<file path="config.mk">
export PLATFORM = sky130hd
export DESIGN_NAME = sha1_message_digest_core
export DESIGN_NICKNAME = d
export VERILOG_FILES = /design/src/hw/rtl/sha1md_pkg.sv /design/src/hw/rtl/sha1md_ctrl.sv /design/src/hw/rtl/sha1md_dp.sv /design/src/hw/rtl/sha1_message_digest_core.sv
export SDC_FILE = /design/constraint.sdc
export NUM_CORES = 2
export LEC_CHECK = 0
export BUFFER_PORTS_ARGS = -buffer_cell sky130_fd_sc_hd__buf_2
export CORE_UTILIZATION = 44
export CTS_BUF_LIST = sky130_fd_sc_hd__clkbuf_4 sky130_fd_sc_hd__clkbuf_8
export CTS_CLUSTER_DIAMETER = 30
export DETAILED_ROUTE_END_ITERATION = 10
export SYNTH_ARGS = -nofsm -noshare
export SYNTH_HDL_FRONTEND = slang
export SYNTH_SLANG_ARGS = --single-unit
</file>
<file path="constraint.sdc">
create_clock -name clock -period 26.6 [get_ports clock]
set_input_delay 2.66 -clock clock [delete_from_list [all_inputs] [get_ports clock]]
set_output_delay 2.66 -clock clock [all_outputs]
set_load 0.01 [all_outputs]
</file>
<file path="src/hw/rtl/sha1md_pkg.sv">
// ----------------------------------------------------------------------------
// sha1md_pkg
// Shared beat types, controller command and status types and hash constants
// for the byte-serial SHA-1 digest core.
// ----------------------------------------------------------------------------
`timescale 1ns / 1ps

package sha1md_pkg;

   localparam int WORD_W     = 32;
   localparam int NUM_CHAIN  = 5;
   localparam int NUM_SCHED  = 16;
   localparam int NUM_ROUNDS = 80;
   localparam int ROUND_W    = 7;
   localparam int FILL_W     = 6;
   localparam int MSG_LEN_W  = 61;
   localparam int IDX_W      = 3;

   localparam int PHASE1_END = 20;
   localparam int PHASE2_END = 40;
   localparam int PHASE3_END = 60;

   localparam logic [WORD_W-1:0] K_PHASE1 = 32'h5A827999;
   localparam logic [WORD_W-1:0] K_PHASE2 = 32'h6ED9EBA1;
   localparam logic [WORD_W-1:0] K_PHASE3 = 32'h8F1BBCDC;
   localparam logic [WORD_W-1:0] K_PHASE4 = 32'hCA62C1D6;

   localparam logic [7:0] PAD_MARK = 8'h80;

   // fill levels that matter to the controller
   localparam logic [FILL_W-1:0] FILL_LAST    = 6'd63;
   localparam logic [FILL_W-1:0] FILL_PRE_LEN = 6'd55;

   localparam logic [WORD_W-1:0] H_INIT [NUM_CHAIN] = '{
      32'h67452301, 32'hEFCDAB89, 32'h98BADCFE, 32'h10325476, 32'hC3D2E1F0
   };

   // byte source for the packer
   localparam logic [1:0] PUT_NONE  = 2'd0;
   localparam logic [1:0] PUT_DATA  = 2'd1;
   localparam logic [1:0] PUT_PAD80 = 2'd2;
   localparam logic [1:0] PUT_ZERO  = 2'd3;

   // length word select
   localparam logic [1:0] LEN_NONE = 2'd0;
   localparam logic [1:0] LEN_HI   = 2'd1;
   localparam logic [1:0] LEN_LO   = 2'd2;

   typedef struct packed {
      logic       kind;
      logic [7:0] data_byte;
   } req_payload_type;

   typedef struct packed {
      logic [WORD_W-1:0] digest_word;
      logic [IDX_W-1:0]  word_index;
      logic              last;
   } rsp_payload_type;

   typedef struct packed {
      logic [1:0]         put_src;
      logic [1:0]         len_word;
      logic               count_byte;
      logic               load_vars;
      logic               round_en;
      logic [ROUND_W-1:0] round;
      logic               add_chain;
      logic               emit_en;
      logic [IDX_W-1:0]   emit_idx;
      logic               clear_msg;
   } cmd_type;

   typedef struct packed {
      logic fill_last;
      logic fill_pre_len;
   } status_type;

endpackage

</file>
<file path="src/hw/rtl/sha1md_ctrl.sv">
// ----------------------------------------------------------------------------
// sha1md_ctrl
// Sequencer: byte intake, padding, length words, the 80 compression rounds,
// chain update and digest emission.
// ----------------------------------------------------------------------------
`timescale 1ns / 1ps

module sha1md_ctrl (
   input  logic                    clock,
   input  logic                    reset,
   input  logic                    req_valid,
   input  logic                    req_kind,
   output logic                    req_stall,
   input  logic                    out_free,
   input  sha1md_pkg::status_type  status,
   output sha1md_pkg::cmd_type     cmd
);

   localparam logic [2:0] ST_IDLE   = 3'd0;
   localparam logic [2:0] ST_ROUND  = 3'd1;
   localparam logic [2:0] ST_ADD    = 3'd2;
   localparam logic [2:0] ST_PAD    = 3'd3;
   localparam logic [2:0] ST_LEN_HI = 3'd4;
   localparam logic [2:0] ST_LEN_LO = 3'd5;
   localparam logic [2:0] ST_EMIT   = 3'd6;

   localparam logic [2:0] LAST_IDX = 3'(sha1md_pkg::NUM_CHAIN - 1);
   localparam logic [sha1md_pkg::ROUND_W-1:0] LAST_ROUND =
      sha1md_pkg::ROUND_W'(sha1md_pkg::NUM_ROUNDS - 1);

   logic [2:0]                       state_ff, state_in;
   logic [2:0]                       ret_ff, ret_in;
   logic                             pad_first_ff, pad_first_in;
   logic [sha1md_pkg::ROUND_W-1:0]   round_ff, round_in;
   logic [sha1md_pkg::IDX_W-1:0]     idx_ff, idx_in;
   logic                             accept;

   assign req_stall = (state_ff != ST_IDLE);
   assign accept    = req_valid && (state_ff == ST_IDLE);

   always_comb begin
      state_in     = state_ff;
      ret_in       = ret_ff;
      pad_first_in = pad_first_ff;
      round_in     = round_ff;
      idx_in       = idx_ff;
      cmd          = '0;
      cmd.put_src  = sha1md_pkg::PUT_NONE;
      cmd.len_word = sha1md_pkg::LEN_NONE;
      cmd.round    = round_ff;
      cmd.emit_idx = idx_ff;
      case (state_ff)
         ST_IDLE: begin
            if (accept) begin
               if (!req_kind) begin
                  cmd.put_src    = sha1md_pkg::PUT_DATA;
                  cmd.count_byte = 1'b1;
                  if (status.fill_last) begin
                     cmd.load_vars = 1'b1;
                     ret_in        = ST_IDLE;
                     state_in      = ST_ROUND;
                  end
               end else begin
                  pad_first_in = 1'b1;
                  state_in     = ST_PAD;
               end
            end
         end
         ST_PAD: begin
            cmd.put_src  = pad_first_ff ? sha1md_pkg::PUT_PAD80 : sha1md_pkg::PUT_ZERO;
            pad_first_in = 1'b0;
            if (status.fill_pre_len) begin
               state_in = ST_LEN_HI;
            end else if (status.fill_last) begin
               cmd.load_vars = 1'b1;
               ret_in        = ST_PAD;
               state_in      = ST_ROUND;
            end
         end
         ST_LEN_HI: begin
            cmd.len_word = sha1md_pkg::LEN_HI;
            state_in     = ST_LEN_LO;
         end
         ST_LEN_LO: begin
            cmd.len_word  = sha1md_pkg::LEN_LO;
            cmd.load_vars = 1'b1;
            ret_in        = ST_EMIT;
            state_in      = ST_ROUND;
         end
         ST_ROUND: begin
            cmd.round_en = 1'b1;
            if (round_ff == LAST_ROUND) begin
               round_in = '0;
               state_in = ST_ADD;
            end else begin
               round_in = round_ff + 1'b1;
            end
         end
         ST_ADD: begin
            cmd.add_chain = 1'b1;
            state_in      = ret_ff;
         end
         ST_EMIT: begin
            if (out_free) begin
               cmd.emit_en = 1'b1;
               if (idx_ff == LAST_IDX) begin
                  cmd.clear_msg = 1'b1;
                  idx_in        = '0;
                  state_in      = ST_IDLE;
               end else begin
                  idx_in = idx_ff + 1'b1;
               end
            end
         end
         default: begin
            state_in = ST_IDLE;
         end
      endcase
   end

   always_ff @(posedge clock) begin
      if (reset) begin
         state_ff     <= ST_IDLE;
         ret_ff       <= ST_IDLE;
         pad_first_ff <= 1'b0;
         round_ff     <= '0;
         idx_ff       <= '0;
      end else begin
         state_ff     <= state_in;
         ret_ff       <= ret_in;
         pad_first_ff <= pad_first_in;
         round_ff     <= round_in;
         idx_ff       <= idx_in;
      end
   end

`ifndef SYNTHESIS
   a_round_range: assert property (@(posedge clock) disable iff (reset)
      (state_ff == ST_ROUND) |-> (round_ff <= LAST_ROUND))
      else $error("round counter beyond last round");

   a_emit_free: assert property (@(posedge clock) disable iff (reset)
      cmd.emit_en |-> out_free)
      else $error("digest word loaded into a full output register");

   a_len_then_rounds: assert property (@(posedge clock) disable iff (reset)
      (state_ff == ST_LEN_LO) |=> (state_ff == ST_ROUND) && (ret_ff == ST_EMIT))
      else $error("final block did not start its compression");

   a_last_word_idle: assert property (@(posedge clock) disable iff (reset)
      (cmd.emit_en && (idx_ff == LAST_IDX)) |=> (state_ff == ST_IDLE) && (idx_ff == '0))
      else $error("controller not idle after the last digest word");
`endif

endmodule

</file>
<file path="src/hw/rtl/sha1md_dp.sv">
// ----------------------------------------------------------------------------
// sha1md_dp
// Datapath: byte packer, 16-word schedule shift line, round variables,
// round function, chain words and message length counter.
// ----------------------------------------------------------------------------
`timescale 1ns / 1ps

module sha1md_dp (
   input  logic                                clock,
   input  logic                                reset,
   input  sha1md_pkg::cmd_type                 cmd,
   input  logic [7:0]                          data_byte,
   output sha1md_pkg::status_type              status,
   output logic [sha1md_pkg::WORD_W-1:0]       digest_word
);

   localparam int W = sha1md_pkg::WORD_W;

   logic [W-1:0]                     chain_ff [sha1md_pkg::NUM_CHAIN];
   logic [W-1:0]                     vars_ff  [sha1md_pkg::NUM_CHAIN];
   logic [W-1:0]                     sched_ff [sha1md_pkg::NUM_SCHED];
   logic [23:0]                      acc_ff;
   logic [sha1md_pkg::FILL_W-1:0]    fill_ff;
   logic [sha1md_pkg::MSG_LEN_W-1:0] msg_ff;

   logic [7:0]   put_byte;
   logic         put_en;
   logic         word_done;
   logic [W-1:0] packed_word;
   logic [63:0]  bit_len;
   logic         shift_en;
   logic [W-1:0] shift_word;
   logic [W-1:0] sched_next;
   logic [W-1:0] f_val;
   logic [W-1:0] k_val;
   logic [W-1:0] t_val;

   assign status.fill_last    = (fill_ff == sha1md_pkg::FILL_LAST);
   assign status.fill_pre_len = (fill_ff == sha1md_pkg::FILL_PRE_LEN);

   always_comb begin
      case (cmd.put_src)
         sha1md_pkg::PUT_DATA:  put_byte = data_byte;
         sha1md_pkg::PUT_PAD80: put_byte = sha1md_pkg::PAD_MARK;
         default:               put_byte = 8'h00;
      endcase
   end

   assign put_en      = (cmd.put_src != sha1md_pkg::PUT_NONE);
   assign word_done   = put_en && (fill_ff[1:0] == 2'b11);
   assign packed_word = {acc_ff, put_byte};
   assign bit_len     = {msg_ff, 3'b000};

   // schedule expansion on the sliding window, tap 0 is the current word
   assign sched_next = sched_ff[13] ^ sched_ff[8] ^ sched_ff[2] ^ sched_ff[0];

   always_comb begin
      shift_en   = 1'b1;
      shift_word = {sched_next[W-2:0], sched_next[W-1]};
      if (cmd.round_en) begin
         shift_en = 1'b1;
      end else if (cmd.len_word == sha1md_pkg::LEN_HI) begin
         shift_word = bit_len[63:32];
      end else if (cmd.len_word == sha1md_pkg::LEN_LO) begin
         shift_word = bit_len[31:0];
      end else if (word_done) begin
         shift_word = packed_word;
      end else begin
         shift_en = 1'b0;
      end
   end

   always_comb begin
      if (cmd.round < sha1md_pkg::ROUND_W'(sha1md_pkg::PHASE1_END)) begin
         f_val = (vars_ff[1] & vars_ff[2]) | (~vars_ff[1] & vars_ff[3]);
         k_val = sha1md_pkg::K_PHASE1;
      end else if (cmd.round < sha1md_pkg::ROUND_W'(sha1md_pkg::PHASE2_END)) begin
         f_val = vars_ff[1] ^ vars_ff[2] ^ vars_ff[3];
         k_val = sha1md_pkg::K_PHASE2;
      end else if (cmd.round < sha1md_pkg::ROUND_W'(sha1md_pkg::PHASE3_END)) begin
         f_val = (vars_ff[1] & vars_ff[2]) | (vars_ff[1] & vars_ff[3])
               | (vars_ff[2] & vars_ff[3]);
         k_val = sha1md_pkg::K_PHASE3;
      end else begin
         f_val = vars_ff[1] ^ vars_ff[2] ^ vars_ff[3];
         k_val = sha1md_pkg::K_PHASE4;
      end
      t_val = {vars_ff[0][W-6:0], vars_ff[0][W-1:W-5]} + f_val + vars_ff[4]
            + k_val + sched_ff[0];
   end

   assign digest_word = chain_ff[cmd.emit_idx];

   // payload storage, no reset needed
   always_ff @(posedge clock) begin
      if (put_en) begin
         acc_ff <= {acc_ff[15:0], put_byte};
      end
      if (shift_en) begin
         for (int i = 0; i < sha1md_pkg::NUM_SCHED - 1; i++) begin
            sched_ff[i] <= sched_ff[i+1];
         end
         sched_ff[sha1md_pkg::NUM_SCHED-1] <= shift_word;
      end
      if (cmd.load_vars) begin
         for (int i = 0; i < sha1md_pkg::NUM_CHAIN; i++) begin
            vars_ff[i] <= chain_ff[i];
         end
      end else if (cmd.round_en) begin
         vars_ff[4] <= vars_ff[3];
         vars_ff[3] <= vars_ff[2];
         vars_ff[2] <= {vars_ff[1][1:0], vars_ff[1][W-1:2]};
         vars_ff[1] <= vars_ff[0];
         vars_ff[0] <= t_val;
      end
   end

   always_ff @(posedge clock) begin
      if (reset || cmd.clear_msg) begin
         for (int i = 0; i < sha1md_pkg::NUM_CHAIN; i++) begin
            chain_ff[i] <= sha1md_pkg::H_INIT[i];
         end
         fill_ff <= '0;
         msg_ff  <= '0;
      end else begin
         if (cmd.add_chain) begin
            for (int i = 0; i < sha1md_pkg::NUM_CHAIN; i++) begin
               chain_ff[i] <= chain_ff[i] + vars_ff[i];
            end
         end
         if (put_en) begin
            fill_ff <= fill_ff + 1'b1;
         end
         if (cmd.count_byte) begin
            msg_ff <= msg_ff + 1'b1;
         end
      end
   end

endmodule

</file>
<file path="src/hw/rtl/sha1_message_digest_core.sv">
// ----------------------------------------------------------------------------
// sha1_message_digest_core
// SHA-1 digest of a byte stream. Each req beat carries one message byte or a
// finish marker. The 64th data byte of a block starts the 80-round
// compression, run one round per cycle on a shared round unit and followed
// by the chain update, while req_stall holds off further beats. A finish
// beat pads one byte per cycle up to byte 56 of the block (with a further
// compression if the block overflows), writes the two length words,
// compresses once more and then delivers the five digest words H0..H4 as
// rsp beats, word 4 flagged last. The core then holds the initial chain
// values again and takes the next message; the last digest word may still
// sit in the output register while the next byte is accepted.
// ----------------------------------------------------------------------------
`timescale 1ns / 1ps

module sha1_message_digest_core (
   input  logic                          clock,
   input  logic                          reset,
   input  logic                          req_valid,
   output logic                          req_stall,
   input  sha1md_pkg::req_payload_type   req_payload,
   output logic                          rsp_valid,
   input  logic                          rsp_stall,
   output sha1md_pkg::rsp_payload_type   rsp_payload
);

   sha1md_pkg::cmd_type           cmd;
   sha1md_pkg::status_type        status;
   logic [sha1md_pkg::WORD_W-1:0] digest_word;
   logic                          out_free;

   logic                          rsp_valid_ff, rsp_valid_in;
   sha1md_pkg::rsp_payload_type   rsp_payload_ff;

   assign out_free = !rsp_valid_ff || !rsp_stall;

   sha1md_ctrl u_ctrl (
      .clock     (clock),
      .reset     (reset),
      .req_valid (req_valid),
      .req_kind  (req_payload.kind),
      .req_stall (req_stall),
      .out_free  (out_free),
      .status    (status),
      .cmd       (cmd)
   );

   sha1md_dp u_dp (
      .clock       (clock),
      .reset       (reset),
      .cmd         (cmd),
      .data_byte   (req_payload.data_byte),
      .status      (status),
      .digest_word (digest_word)
   );

   always_comb begin
      rsp_valid_in = rsp_valid_ff;
      if (cmd.emit_en) begin
         rsp_valid_in = 1'b1;
      end else if (!rsp_stall) begin
         rsp_valid_in = 1'b0;
      end
   end

   always_ff @(posedge clock) begin
      if (reset) begin
         rsp_valid_ff <= 1'b0;
      end else begin
         rsp_valid_ff <= rsp_valid_in;
      end
   end

   always_ff @(posedge clock) begin
      if (cmd.emit_en) begin
         rsp_payload_ff.digest_word <= digest_word;
         rsp_payload_ff.word_index  <= cmd.emit_idx;
         rsp_payload_ff.last        <=
            (cmd.emit_idx == sha1md_pkg::IDX_W'(sha1md_pkg::NUM_CHAIN - 1));
      end
   end

   assign rsp_valid   = rsp_valid_ff;
   assign rsp_payload = rsp_payload_ff;

endmodule

</file>
==> metrics.md <==
| Metric | Value |
|---|---|
| WL final | `124000 um` |
| PostCTS Resize Cnt | `0` |
| Ports | `51` |
| Synthesized Nets | `4422` |
| Worst path arrival time | `7.78 ns` |
| Synth top area cells | `edfxtp_1 54%, ha_1 5.3%, fa_1 4.7%, nand2_1 4.4%, dfxtp_1 3.4%` |
| Sink Count | `977` |
| Postcts setup bufs | `0` |
| Count leader, synth | `edfxtp_1` |
| Worst path most repeated cell | `buf_4` |
| CP delay by family, top | `buffers and inverters` |
| CP max FO | `95` |
| Worst path buffer plus inverter count | `5` |
| Power Dens Cells | `96.7 nW/um^2` |
| Fmax | `137 MHz` |
| Tmin final | `7.30 ns` |
| Mapped Area | `49500 sq um` |
| Worst r2r path cells | `21` |
| Cell count after placement | `5525` |
| CP peak stage delay | `1.00 ns` |
| Hold_sp | `u_dp.sched_ff[3][53]` |
| Largest area contributor in the synthesized netlist | `edfxtp_1` |
| Final nets | `4592` |
| CTS root buffer | `clkbuf_8` |
| Master of the slowest instance on the critical path | `buf_4` |
| Outcome | `finished clean` |
| DP HPWL | `86100 um` |
| Post-DRT Antenna Nets | `0` |
| Hold depth | `0` |
| Setup Crit Path Kind | `input pin to flop` |
| Avg Synthesized Cell Area | `12.1 sq um` |
| Crit-path cells | `buf_2, and2b_1, and2_1, nor2_1, ha_1, inv_1, nand2_2, buf_4, nand3_4, buf_4, buf_4` |
| Synth cell types | `84` |
| CTS tree | `done` |
| Setup TNS | `0 ns` |
| Core Region | `111000 sq um` |
| Routed len/inst | `20.9 um` |
| Vias | `32200` |
| Fin crit share | `27.5%` |
| Initial DRC count | `2638` |
| Worst-margin pin slew | `1.15 ns` |
| Max clock buf depth | `3` |
| Starting density of the core | `44.5%` |
| Final Hold Fails | `0` |
| Seq/Total Area, Yosys | `57.6%` |
| Die Span Y | `337 um` |
| EDFF count, synth | `892` |
| WHS Endpoint | `u_dp.sched_ff[3][21]` |
| Largest net degree at the start of global routing | `199` |
| IO Port Bufs | `50` |
| Max-Slew Margin vs Limit | `23.1%` |
| Layout Area Growth over Synthesis | `13.2%` |
| H-tree depth | `4` |
| RSZ-0062 raised after global routing | `false` |
| Top cells by count, synth | `892 x edfxtp_1, 579 x nand2_1, 266 x inv_1` |
| Top-area cell type share of the netlist area | `54.1%` |
| Crit path capture type | `flop` |
| Die area | `114000 sq um` |
| Fin util | `50.4%` |
| Die Wd | `337 um` |
| Filler cells | `9922` |
| Vias per std cell | `5.43` |
| Share of flip-flops with an asynchronous set or reset | `0%` |
| Fin. max-slew vios | `0` |
| Congestion Overflow GR | `0` |
| Seq cells post-synth | `977` |
| Hold Crit Class | `flop to flop` |
| Global-route usage over all layers | `22.1%` |
| Worst setup SP type | `input pin` |
| Vias in the first global route | `31400` |
| Yosys warns | `0` |
| Share of cells above drive strength 1 | `12.4%` |
| WHS | `0.395 ns` |
| First-pass GRT wire length | `190000 um` |
| Final Wtd Congestion | `0.887` |
| Mapped Cells | `4084` |
| 1st-pass router iterations | `6` |
| Reg-to-Reg End | `u_dp.vars_ff[0][29]` |
| Post-Layout Cell Count | `5925` |
| Antenna violations before repair | `3` |
| CTS Hold Bufs | `0` |
| DRC Markers | `0` |
| Worst path depth | `11` |
| # setup viols final | `0` |
| Clock Latency Late Sink | `0.89 ns` |
| Max-cap violations | `0` |
| Synth Flop Type | `edfxtp_1` |
| Skew final | `0.0540 ns` |
| Leak | `21.2 nW` |
| R2R Setup Slk | `20.03 ns` |
| Peak supply drop | `0.0000541 V` |
| CP Data Required Time | `27.08 ns` |
| Reg2Reg Launch Point | `u_ctrl.round_ff[3]` |
| FP Rows | `122` |
| Clock transition at path regs | `0.06 ns` |
| Num CTS Buffers | `215` |
placed cells by master (no fill, tap or decap), drive strengths merged, types with 80 or more instances in the layout:
master	instances
nand2	579
clkinv	94
xor2	105
a21o	99
buf	80
edfxtp	892
ha	208
clkbuf	257
o21ai	233
fa	117
nand3	87
xnor2	191
a21oi	176
dfxtp	85
inv	281
nor2	249
final cells by class:
cell class	count	area [sq um]	area share, %
Multi-Input combinational cell	2712	19600	34.9
Tap cell	1488	1860	3.32
Inverter	268	1010	1.80
Sequential cell	977	28500	50.9
Clock buffer	257	3280	5.86
Antenna cell	2	5.00	0.00893
Clock inverter	141	1310	2.34
Timing Repair Buffer	80	500	0.893
stage by stage:
step | total power [mW] | cell area (sq um) | setup slack, ns
after floorplan | 3.36 | 49500 | 5.71
after global placement | 3.67 | 51400 | 18.44
after detailed placement | 3.70 | 51400 | 18.37
after CTS | 5.45 | 56000 | 19.36
after global routing | 5.75 | 56000 | 18.89
final | 5.42 | 56000 | 19.30
state kept, by name, summed over array words and instances, names as in the netlist:
name and count:
u_ctrl.pad_first_ff 1, u_ctrl.ret_ff 3, rsp_valid 1, u_dp.chain_ff 160
u_dp.sched_ff 512, u_dp.fill_ff 6, u_dp.acc_ff 24, u_ctrl.idx_ff 3
u_dp.msg_ff 61, u_ctrl.round_ff 7, u_dp.vars_ff 160, rsp_payload 36
u_ctrl.state_ff 3
report_power, final:
part           leakage (nW)  switching (mW)  internal, mW  total [mW]
Sequential             8.81           0.121          1.95        2.07
Combinational          9.98           0.994         0.628        1.62
Clock                  2.36           0.722          1.01        1.73
Total                  21.2            1.84          3.58        5.42
worst reg2reg max path, stage by stage, from the launching register on:
cell and delay (ns):
dfxtp_1 0.35, and3_1 0.23, or3_1 0.38, inv_2 0.06
buf_4 0.39, nor2_2 0.15, buf_4 0.28, a221oi_1 0.49
fa_1 0.52, fa_1 0.51, inv_1 0.05, ha_1 0.22
fa_1 0.44, a211o_1 0.32, a21oi_1 0.24, o21ai_0 0.25
a211oi_1 0.39, o21ai_0 0.25, nand3_1 0.14, a21boi_0 0.10
or3_1 0.32, a31o_2 0.25
kinds of logic (layout without fill, tap and decap cells):
group	after synthesis	in the layout	synth area share, %
muxes	109	109	3.10
adders and majority gates	325	325	9.99
xor gates and xnor gates	296	296	5.24
other	0	2	0
and+or+nand+nor	1202	1202	11.0
buffers and inverters	395	746	3.03
AOI/OAI and AO/OA	780	780	10.1
DFF	977	977	57.6
how the worst max path moves through the flow:
stage	from	to
after detailed placement	req_payload[8]	u_dp.sched_ff[1][60]
after global placement	req_payload[8]	u_dp.sched_ff[6][28]
after global routing	req_payload[8]	u_dp.sched_ff[5][52]
final	req_payload[8]	u_dp.sched_ff[5][52]
after floorplan	req_payload[8]	u_dp.sched_ff[0][0]
after CTS	req_payload[8]	u_dp.sched_ff[5][61]
per-layer routing:
metal | GRT usage [%] | part of all wire, %
met5 | 0 | 0
met2 | 34.4 | 46
met1 | 31.5 | 46
met4 | 7.31 | 2.4
met3 | 3.76 | 5.5
Power figures use the tool's default switching activity.
